File: src/hdl/hccc_pkg.sv
// ----------------------------------------------------------------------------
// hccc_pkg
// Shared types and constants for the HCI command-complete checker.
// ----------------------------------------------------------------------------
`default_nettype none

package hccc_pkg;

  // Item operations
  typedef enum logic [1:0] {
    OpCmd  = 2'd0,
    OpRx   = 2'd1,
    OpLine = 2'd2,
    OpTick = 2'd3
  } op_t;

  // Exchange outcomes
  typedef enum logic [2:0] {
    OutPass     = 3'd0,
    OutLine     = 3'd1,
    OutNotEvent = 3'd2,
    OutBadEvent = 3'd3,
    OutTimeout  = 3'd4
  } outcome_t;

  // Register map (index into the register list)
  localparam logic RegTimeoutMs = 1'b0;

  localparam logic [15:0] TimeoutReset  = 16'd2000;
  localparam logic [15:0] ElapsedMax    = 16'hffff;
  localparam logic [7:0]  LineErrMask   = 8'h1e;
  localparam logic [7:0]  H4EventInd    = 8'h04;
  localparam logic [7:0]  EvtCmdCmpl    = 8'h0e;
  localparam logic [8:0]  MaxEventBytes = 9'd258;
  localparam logic [8:0]  EvtHdrBytes   = 9'd3;
  localparam logic [8:0]  EvtMinBytes   = 9'd7;

  // Event byte positions
  localparam logic [8:0] PosInd    = 9'd0;
  localparam logic [8:0] PosCode   = 9'd1;
  localparam logic [8:0] PosLen    = 9'd2;
  localparam logic [8:0] PosOpLo   = 9'd4;
  localparam logic [8:0] PosOpHi   = 9'd5;
  localparam logic [8:0] PosStatus = 9'd6;

  // Command byte positions
  localparam logic [1:0] CmdPosOpLo = 2'd1;
  localparam logic [1:0] CmdPosOpHi = 2'd2;
  localparam logic [1:0] CmdPosHold = 2'd3;

  // Queue between front and back
  localparam int QDepth = 2;
  localparam int QPtrW  = $clog2(QDepth);
  localparam int QCntW  = QPtrW + 1;

  typedef struct packed {
    logic [1:0] operation;
    logic [7:0] data;
    logic       last;
  } in_item_t;

  typedef struct packed {
    logic       tx_valid;
    logic [7:0] tx_byte;
    logic       done_res;
    logic [2:0] outcome;
  } out_item_t;

  // Classified item handed from front to back
  typedef struct packed {
    op_t        op;
    logic [7:0] data;
    logic       last;
    logic       line_err;
    logic       is_ind;
    logic       is_cc;
    logic       is_zero;
  } cls_item_t;

endpackage

`default_nettype wire

File: src/hdl/hccc_back.sv
// ----------------------------------------------------------------------------
// hccc_back
// Exchange engine: command capture, event framing, timeout and result reg.
// ----------------------------------------------------------------------------
`default_nettype none

module hccc_back
  import hccc_pkg::*;
(
  input  wire             clk,
  input  wire             rst_n,
  input  wire [15:0]      timeout_ms,
  input  wire             q_valid,
  input  wire cls_item_t  q_item,
  output logic            q_pop,
  output logic            out_valid,
  input  wire             out_ready,
  output out_item_t       out_data
);

  logic [8:0]  rx_cnt_r,  rx_cnt_nxt;
  logic [8:0]  exp_len_r, exp_len_nxt;
  logic [1:0]  cmd_pos_r, cmd_pos_nxt;
  logic [7:0]  op_lo_r,   op_lo_nxt;
  logic [7:0]  op_hi_r,   op_hi_nxt;
  logic        mism_r,    mism_nxt;
  logic [15:0] elapsed_r, elapsed_nxt;
  logic        fin_r,     fin_nxt;
  logic        out_valid_r, out_valid_nxt;
  out_item_t   out_data_r, res;

  logic [1:0]  cmd_pos_base;
  logic [8:0]  cnt_inc;
  logic [15:0] el_inc;

  assign q_pop     = q_valid && (!out_valid_r || out_ready);
  assign out_valid = out_valid_r;
  assign out_data  = out_data_r;

  always_comb begin
    rx_cnt_nxt   = rx_cnt_r;
    exp_len_nxt  = exp_len_r;
    cmd_pos_nxt  = cmd_pos_r;
    op_lo_nxt    = op_lo_r;
    op_hi_nxt    = op_hi_r;
    mism_nxt     = mism_r;
    elapsed_nxt  = elapsed_r;
    fin_nxt      = fin_r;
    res          = '0;
    cmd_pos_base = cmd_pos_r;
    cnt_inc      = rx_cnt_r + 9'd1;
    el_inc       = (elapsed_r != ElapsedMax) ? elapsed_r + 16'd1 : elapsed_r;

    if (q_item.op == OpCmd) begin
      // first byte of a new exchange wipes the old one
      if (fin_r) begin
        rx_cnt_nxt   = '0;
        exp_len_nxt  = EvtHdrBytes;
        cmd_pos_base = '0;
        op_lo_nxt    = '0;
        op_hi_nxt    = '0;
        mism_nxt     = 1'b0;
        elapsed_nxt  = '0;
        fin_nxt      = 1'b0;
      end
      res.tx_valid = 1'b1;
      res.tx_byte  = q_item.data;
      if (cmd_pos_base == CmdPosOpLo) begin
        op_lo_nxt = q_item.data;
      end else if (cmd_pos_base == CmdPosOpHi) begin
        op_hi_nxt = q_item.data;
      end
      cmd_pos_nxt = (q_item.last || cmd_pos_base == CmdPosHold) ?
                    CmdPosHold : cmd_pos_base + 2'd1;
    end else if (!fin_r) begin
      case (q_item.op)
        OpLine: begin
          if (q_item.line_err) begin
            fin_nxt      = 1'b1;
            res.done_res = 1'b1;
            res.outcome  = OutLine;
          end
        end
        OpTick: begin
          elapsed_nxt = el_inc;
          if (el_inc >= timeout_ms) begin
            fin_nxt      = 1'b1;
            res.done_res = 1'b1;
            res.outcome  = OutTimeout;
          end
        end
        OpRx: begin
          if (rx_cnt_r >= MaxEventBytes) begin
            fin_nxt      = 1'b1;
            res.done_res = 1'b1;
            res.outcome  = OutBadEvent;
          end else if (rx_cnt_r == PosInd && !q_item.is_ind) begin
            rx_cnt_nxt   = 9'd1;
            fin_nxt      = 1'b1;
            res.done_res = 1'b1;
            res.outcome  = OutNotEvent;
          end else begin
            case (rx_cnt_r)
              PosCode:   if (!q_item.is_cc) mism_nxt = 1'b1;
              PosLen:    exp_len_nxt = EvtHdrBytes + {1'b0, q_item.data};
              PosOpLo:   if (q_item.data != op_lo_r) mism_nxt = 1'b1;
              PosOpHi:   if (q_item.data != op_hi_r) mism_nxt = 1'b1;
              PosStatus: if (!q_item.is_zero) mism_nxt = 1'b1;
              default: ;
            endcase
            rx_cnt_nxt = cnt_inc;
            if (cnt_inc == exp_len_nxt) begin
              fin_nxt      = 1'b1;
              res.done_res = 1'b1;
              res.outcome  = (cnt_inc < EvtMinBytes || mism_nxt) ? OutBadEvent : OutPass;
            end
          end
        end
        default: ;
      endcase
    end

    out_valid_nxt = q_pop ? 1'b1 : (out_ready ? 1'b0 : out_valid_r);
  end

  always_ff @(posedge clk) begin
    if (!rst_n) begin
      rx_cnt_r    <= '0;
      exp_len_r   <= EvtHdrBytes;
      cmd_pos_r   <= '0;
      op_lo_r     <= '0;
      op_hi_r     <= '0;
      mism_r      <= 1'b0;
      elapsed_r   <= '0;
      fin_r       <= 1'b1;
      out_valid_r <= 1'b0;
    end else begin
      out_valid_r <= out_valid_nxt;
      if (q_pop) begin
        rx_cnt_r  <= rx_cnt_nxt;
        exp_len_r <= exp_len_nxt;
        cmd_pos_r <= cmd_pos_nxt;
        op_lo_r   <= op_lo_nxt;
        op_hi_r   <= op_hi_nxt;
        mism_r    <= mism_nxt;
        elapsed_r <= elapsed_nxt;
        fin_r     <= fin_nxt;
      end
    end
  end

  always_ff @(posedge clk) begin
    if (q_pop) begin
      out_data_r <= res;
    end
  end

endmodule

`default_nettype wire
File: config.mk
export PLATFORM = sky130hd
export DESIGN_NAME = hccc_back
export DESIGN_NICKNAME = d
export VERILOG_FILES = /design/src/hdl/hccc_pkg.sv /design/src/hdl/hccc_back.sv
export SDC_FILE = /design/constraint.sdc
export NUM_CORES = 1
export LEC_CHECK = 0
export BUFFER_PORTS_ARGS = -buffer_cell sky130_fd_sc_hd__buf_2
export CORE_AREA = 2 2 108 89
export DETAILED_ROUTE_END_ITERATION = 8
export DIE_AREA = 0 0 110 91
export PLACE_DENSITY = 0.73
export SYNTH_ARGS = -nofsm -noshare
export SYNTH_HDL_FRONTEND = slang
export SYNTH_SLANG_ARGS = --single-unit
File: constraint.sdc
create_clock -name clk -period 3.63 [get_ports clk]
set_input_delay 0.1815 -clock clk [delete_from_list [all_inputs] [get_ports clk]]
set_output_delay 0.1815 -clock clk [all_outputs]
set_load 0.02 [all_outputs]
# After elaboration in Yosys (flattened, before gate mapping)
# Index checks and enable logic that the tools add are counted.
# totals
reg_bits	68
word_cells	123
out_inout_bits	15
inputBits	35
# classes
n_lt_le_gt_ge	3
mux	65
n_addsub	4
n_reduce_logical	19
eq_ne	19
# op_table
op	count
$mux W9	19
$mux W16	5
$mux W8	5
$eq A9 B3 Y1 const B	3
$mux W1	24
$mux W4	5
$add A16 B1 Y16 const B	1
$ge A16 B16 Y1	1
$ne A16 B16 Y1 const B	1
$ne A8 B8 Y1	2
$pmux W4 S3	1
$add A2 B8 Y9 const A	1
$add A9 B1 Y9 const B	1
$eq A9 B1 Y1 const B	1
$eq A9 B2 Y1 const B	1
$eq A9 B9 Y1	1
$ge A9 B9 Y1 const B	1
$logic_not A9 Y1	1
$lt A9 B3 Y1 const B	1
$eq A2 B2 Y1 const B	4
$mux W2	4
$reduce_bool A2 Y1	4
$ne A2 B2 Y1 const B	3
$reduce_and A6 Y1	1
other kinds (14)	19

# Logic depth before layout (Yosys ltp)
# logic_depth
word_depth	14
mapped_depth	17
depth_no_buf	17

# Worst setup path before layout
# No wires, ideal clock.
# synth_timing
kind	reg-to-reg
from	register elapsed_r[3]
to	register out_data_r (netlist bit out_data[3]) (data pin)
period_less_slack_ns	3.483
path_stages_with_launch	18
slack_ns	0.147
arrival_time_ns	3.211
required_ns	3.358
setup_time_ns	0.272
path_buffers	1
path_cell_list	dfxtp_1 -> clkbuf_2 -> and4_1 -> and4_1 -> nand4_1 -> nor2_1 -> nor2_1 -> and4_1 -> xor2_1 -> ha_1 -> a21oi_1 -> nor2b_1 -> o21ai_0 -> nand2_1 -> a211oi_1 -> o21ai_0 -> o311ai_0 -> o31ai_1
# synth_between
elab_chain_cells	5
elab_cells_between_ends	6
cone_classes	add/sub (1); order compare (1); eq/ne (1); mux (3)
# synth_rtl
element	line_no	rtl
start: declaration	hccc_back.sv:27	logic [15:0] elapsed_r, elapsed_nxt;
start signal: assignment	hccc_back.sv:146	elapsed_r <= elapsed_nxt;
$add A16 B1 Y16 or $ne A16 B16 Y1 (tied branches)	hccc_back.sv:52	el_inc = (elapsed_r != ElapsedMax) ? elapsed_r + 16'd1 : elapsed_r;
$mux W16 *	hccc_back.sv:52	
$ge A16 B16 Y1 *	hccc_back.sv:86	if (el_inc >= timeout_ms) begin
$mux W4 *	hccc_back.sv:86	
$pmux W4 S3 *	hccc_back.sv:76	case (q_item.op)
end signal: assignment	hccc_back.sv:154	out_data_r <= res;
end: declaration	hccc_back.sv:30	out_item_t out_data_r, res;
# Mark *: on every way between the ends. The rest lies on a longest branch, timed or not.
# A chain may end at the register's enable or synchronous reset.

# Worst setup path in the final report
# layout_timing
from	register elapsed_r[6]
to	register out_data_r (netlist bit out_data[3]) (data pin)
# Same word-level chain as after synthesis.

==> summary.log <==
qor: synthesis.synth_simple_gate_area_share 23.7%
qor: routing.avgViaCountPerCell 5.89
qor: clocking.cts_hold_buffers 0
qor: routing.first_pass_iters 5
qor: clocking.cts_made_buffers 9
qor: worst_setup_path.number_of_buffer_and_inverter_stages_on_the_critical_path 1
qor: global_routing.largest_net_degree_at_the_start_of_global_routing 29
qor: timing.final_hold_viol_count 0
qor: synthesis.synth_compound_gate_area_share 19.5%
qor: synthesis.seq_area_frac_synth 33.9%
qor: timing.tightestPinTransition 1050 ps
qor: worst_setup_path.critical-path-slowest-cell sky130_fd_sc_hd__dfxtp_2
qor: cells_and_area.post_route_cells_drive_above_1_share 17.3%
qor: pwr.power.density_cell_area 327 nW/um^2
qor: clocking.clk_lat_worst_skew 350 ps
qor: place.dpl.cell_count 680
qor: cells_and_area.final_common_cell sky130_fd_sc_hd__nor2_1
qor: synthesis.post-synth-top-area-cell sky130_fd_sc_hd__dfxtp_1
qor: pwr.worst_ir_drop_vdd 0.256 mV
qor: timing.max_freq 0.292 GHz
qor: cells_and_area.commonest_non_fill_non_tap_cells_in_the_layout 63 x sky130_fd_sc_hd__nor2_1, 54 x sky130_fd_sc_hd__dfxtp_1, 49 x sky130_fd_sc_hd__buf_2
qor: synthesis.share_of_the_synthesized_area_in_the_top_cell_type 25.0%
qor: clocking.clock_slew_seen_by_the_registers_of_the_worst_setup_and_hold_paths 80 ps
qor: clocking.cts_max_level 3
qor: place.port-buffer-count 49
qor: cells_and_area.post_layout_nonfiller_instances 699
qor: worst_setup_path.crit_chain and4_4 > and4_4 > nand4_1 > nor2_4 > buf_4 > mux2_2 > ha_1 > a21o_1 > a21oi_1 > o21ai_0 > a211oi_2 > o21ai_0 > o311ai_0 > o31ai_1
qor: pwr.leakage 2.15 nW
qor: worst_setup_path.critical_path.endpoint_type flop
qor: pwr.total_power 1.64 mW
qor: synthesis.post_synthesis_instance_area 4400 um^2
qor: routing.dr.max_layer_used met4
qor: worst_setup_path.timing.critical_path.from_type flop
qor: synthesis.synth_mux_area_share 2.08%
qor: synthesis.count_of_flip_flops_with_a_built_in_enable_after_synthesis 13
qor: global_routing.initial_antenna_violation_count 0
qor: cells_and_area.diodes 0
qor: timing.clock-skew-final 9.26 ps
qor: synthesis.ys.flop_type sky130_fd_sc_hd__dfxtp_1
qor: worst_setup_path.critPathMaxStageDelay 360 ps
qor: worst_hold_path.min_path_type in -> reg
qor: worst_setup_path.worst-endpoint-arrival 3510 ps
qor: global_routing.first_pass_grt_wire_length 18.5 mm
qor: synthesis.ys_seq_elements 68
qor: synthesis.share_of_synthesized_flip_flops_with_an_asynchronous_set_or_reset 0%
qor: die.die_height 91 um
qor: worst_setup_path.critPathTopFamily compound AO/OA/AOI/OAI gates
qor: routing.drt_iter0_markers 447
qor: timing.timing.final.setup_violations 0
qor: die.ioPinCount 50
qor: routing.dr_wl_met3 735 um
qor: timing.slew_headroom 29.7%
qor: global_routing.vias_in_the_first_global_route 3881
qor: die.floorplan.die_area 10000 um^2
qor: synthesis.yosys.cell_types.count 66
qor: timing.maxSlewViolCount 0
qor: clocking.ctsRootBufferMaster sky130_fd_sc_hd__clkbuf_8
qor: routing.drc_viols 0
qor: worst_setup_path.critPathKind reg -> reg
qor: synthesis.post_synth.cell_area_avg 8.26 um^2
qor: cells_and_area.area.growth.synth_to_final 14.2%
qor: worst_setup_path.critPathRequiredTime 3730 ps
qor: routing.m1WireLength 5.25 mm
qor: synthesis.synth.net_count 593
qor: cells_and_area.num-nets-final 639
qor: global_routing.grtUsageTotal 23.3%
qor: clocking.tritoncts built
qor: routing.wire_length_per_cell 15.8 um
qor: synthesis.synth_warnings 0
qor: worst_setup_path.cp_max_fo 5
qor: synthesis.synth.top_cells.by_area sky130_fd_sc_hd__dfxtp_1 25%, sky130_fd_sc_hd__edfxtp_1 8.9%, sky130_fd_sc_hd__ha_1 7.1%, sky130_fd_sc_hd__nor2_1 5.5%, sky130_fd_sc_hd__a21oi_1 5.0%
qor: synthesis.synth_adder_area_share 7.11%
qor: status.status finished clean
qor: routing.drtAntennaViolNets 0
qor: routing.met2WireLength 4.94 mm
qor: timing.layout_min_cycle_time 3420 ps
qor: place.dp_hpwl 8.08 mm
qor: die.placementRows 31
qor: synthesis.netlist_instances 533
qor: routing.dr_total_vias 4118
qor: global_routing.grt_overflow_total 0
qor: place.place_congestion 0.892
qor: die.die_w 110 um
qor: synthesis.main_combinational_cell_family_by_area_after_synthesis simple AND/OR/NAND/NOR gates
qor: die.core_region_area 8880 um^2
qor: clocking.cts.path.max_buffers 2
qor: timing.min_period_over_period 94.2%
qor: clocking.clock_sink_count 68
qor: flow_run.maxCapViolations 0
qor: die.initial_utilization 49.6%
qor: synthesis.synthXorXnorAreaFrac 7.56%
qor: routing.finalWirelength 11.0 mm
[per-layer routing]
metal / GRT usage, % / vias to the layer above
li1: - / 1997
met1: 33.4 / 1970
met2: 34.8 / 138
met3: 5.53 / 13
met4: 6.22 / 0
met5: 0 / -
[cell type report]
type | instances | area, um^2
fillers | 791 | 3860
multi-input cells | 401 | 2680
flip-flops and latches | 68 | 1490
repair buffers | 66 | 373
well taps | 115 | 144
clock buffers | 9 | 124
inverters | 33 | 124
clock inverters | 7 | 90.1
[registers in the layout, indices dropped and copies added, names as in the netlist]
name and flops:
fin_r 1, rx_cnt_r 9, exp_len_r 9, op_hi_r 8, op_lo_r 8, elapsed_r 16, out_valid 1, mism_r 1
cmd_pos_r 2, out_data 13
[through the flow]
step / area [um^2] / setup TNS, ps / hold slack (ps) / utilization (%) / setup slack [ps]
3_3_place_gp: 4750 / 0 / 430 / 53.4 / 86.1
2_1_floorplan: 4400 / 0 / 243 / - / 147
6_report: 5020 / 0 / 69.3 / 56.6 / 211
3_5_place_dp: 4750 / -85.9 / 434 / 53.4 / -85.9
4_1_cts: 4980 / 0 / 66.6 / 56.0 / 29.7
5_1_grt: 5020 / -10.3 / 73.6 / 56.6 / -10.3
[synth_stat cells (2+ instances only)]
library cell and instances:
sky130_fd_sc_hd__a311oi_1 3, sky130_fd_sc_hd__buf_2 4, sky130_fd_sc_hd__buf_6 3, sky130_fd_sc_hd__nor4_1 3, sky130_fd_sc_hd__xor2_1 24, sky130_fd_sc_hd__dfxtp_1 55
sky130_fd_sc_hd__a22oi_1 23, sky130_fd_sc_hd__o41ai_1 2, sky130_fd_sc_hd__nand2b_1 5, sky130_fd_sc_hd__or3_1 4, sky130_fd_sc_hd__nand4_1 8, sky130_fd_sc_hd__nand4b_1 2
sky130_fd_sc_hd__nand2_1 33, sky130_fd_sc_hd__o221ai_1 2, sky130_fd_sc_hd__a21oi_1 44, sky130_fd_sc_hd__a31oi_1 5, sky130_fd_sc_hd__nor2_1 65, sky130_fd_sc_hd__a21o_1 2
sky130_fd_sc_hd__o211a_1 7, sky130_fd_sc_hd__o21ai_1 2, sky130_fd_sc_hd__ha_1 25, sky130_fd_sc_hd__mux2i_1 8, sky130_fd_sc_hd__clkbuf_1 22, sky130_fd_sc_hd__and3_1 3
sky130_fd_sc_hd__nand3b_1 5, sky130_fd_sc_hd__o21ai_0 17, sky130_fd_sc_hd__and4_1 5, sky130_fd_sc_hd__edfxtp_1 13, sky130_fd_sc_hd__xnor2_1 14, sky130_fd_sc_hd__and2_1 9
sky130_fd_sc_hd__a211oi_1 3, sky130_fd_sc_hd__o31ai_1 2, sky130_fd_sc_hd__nor2b_1 6, sky130_fd_sc_hd__o21a_1 2, sky130_fd_sc_hd__inv_1 32, sky130_fd_sc_hd__o2111ai_1 3
sky130_fd_sc_hd__nor4b_1 2, sky130_fd_sc_hd__nand3_1 12, sky130_fd_sc_hd__a2111o_1 2, sky130_fd_sc_hd__nor3_1 26
[final timing paths]
| kind | startpoint | to | depth (start not counted) | slack [ps] |
|---|---|---|---|---|
| max reg2reg | elapsed_r[6] | out_data[3] | 14 | 210 |
| min | q_valid | out_valid | 3 | 70 |
| max | elapsed_r[6] | out_data[3] | 14 | 210 |
| min reg2reg | exp_len_r[7] | exp_len_r[7] | 2 | 470 |
[worst min-delay path, stage by stage]
cell                      delay (ps)
sky130_fd_sc_hd__buf_2           100
sky130_fd_sc_hd__inv_1            40
sky130_fd_sc_hd__a21oi_1          50
[logic make-up after synthesis]
group,Yosys count
AND/OR/NAND/NOR,201
AO/OA/AOI/OAI,128
flip-flops,68
buffers and inverters,64
XOR/XNOR,38
adder cells (fa/ha/maj),25
multiplexers,9
[power by group]
group,switching [mW],internal (mW)
clock,0.302,0.384
sequential,0.00578,0.781
combinational,0.113,0.0566
total,0.420,1.22
[repair_timing]
action,in CTS,in global routing
setup buffers,0,3
hold endpoints to repair,0,0
endpoints found under the setup margin,1,3
pin swaps,0,4
resized for setup,4,7
No activity file was read; power rests on OpenSTA's default activity.
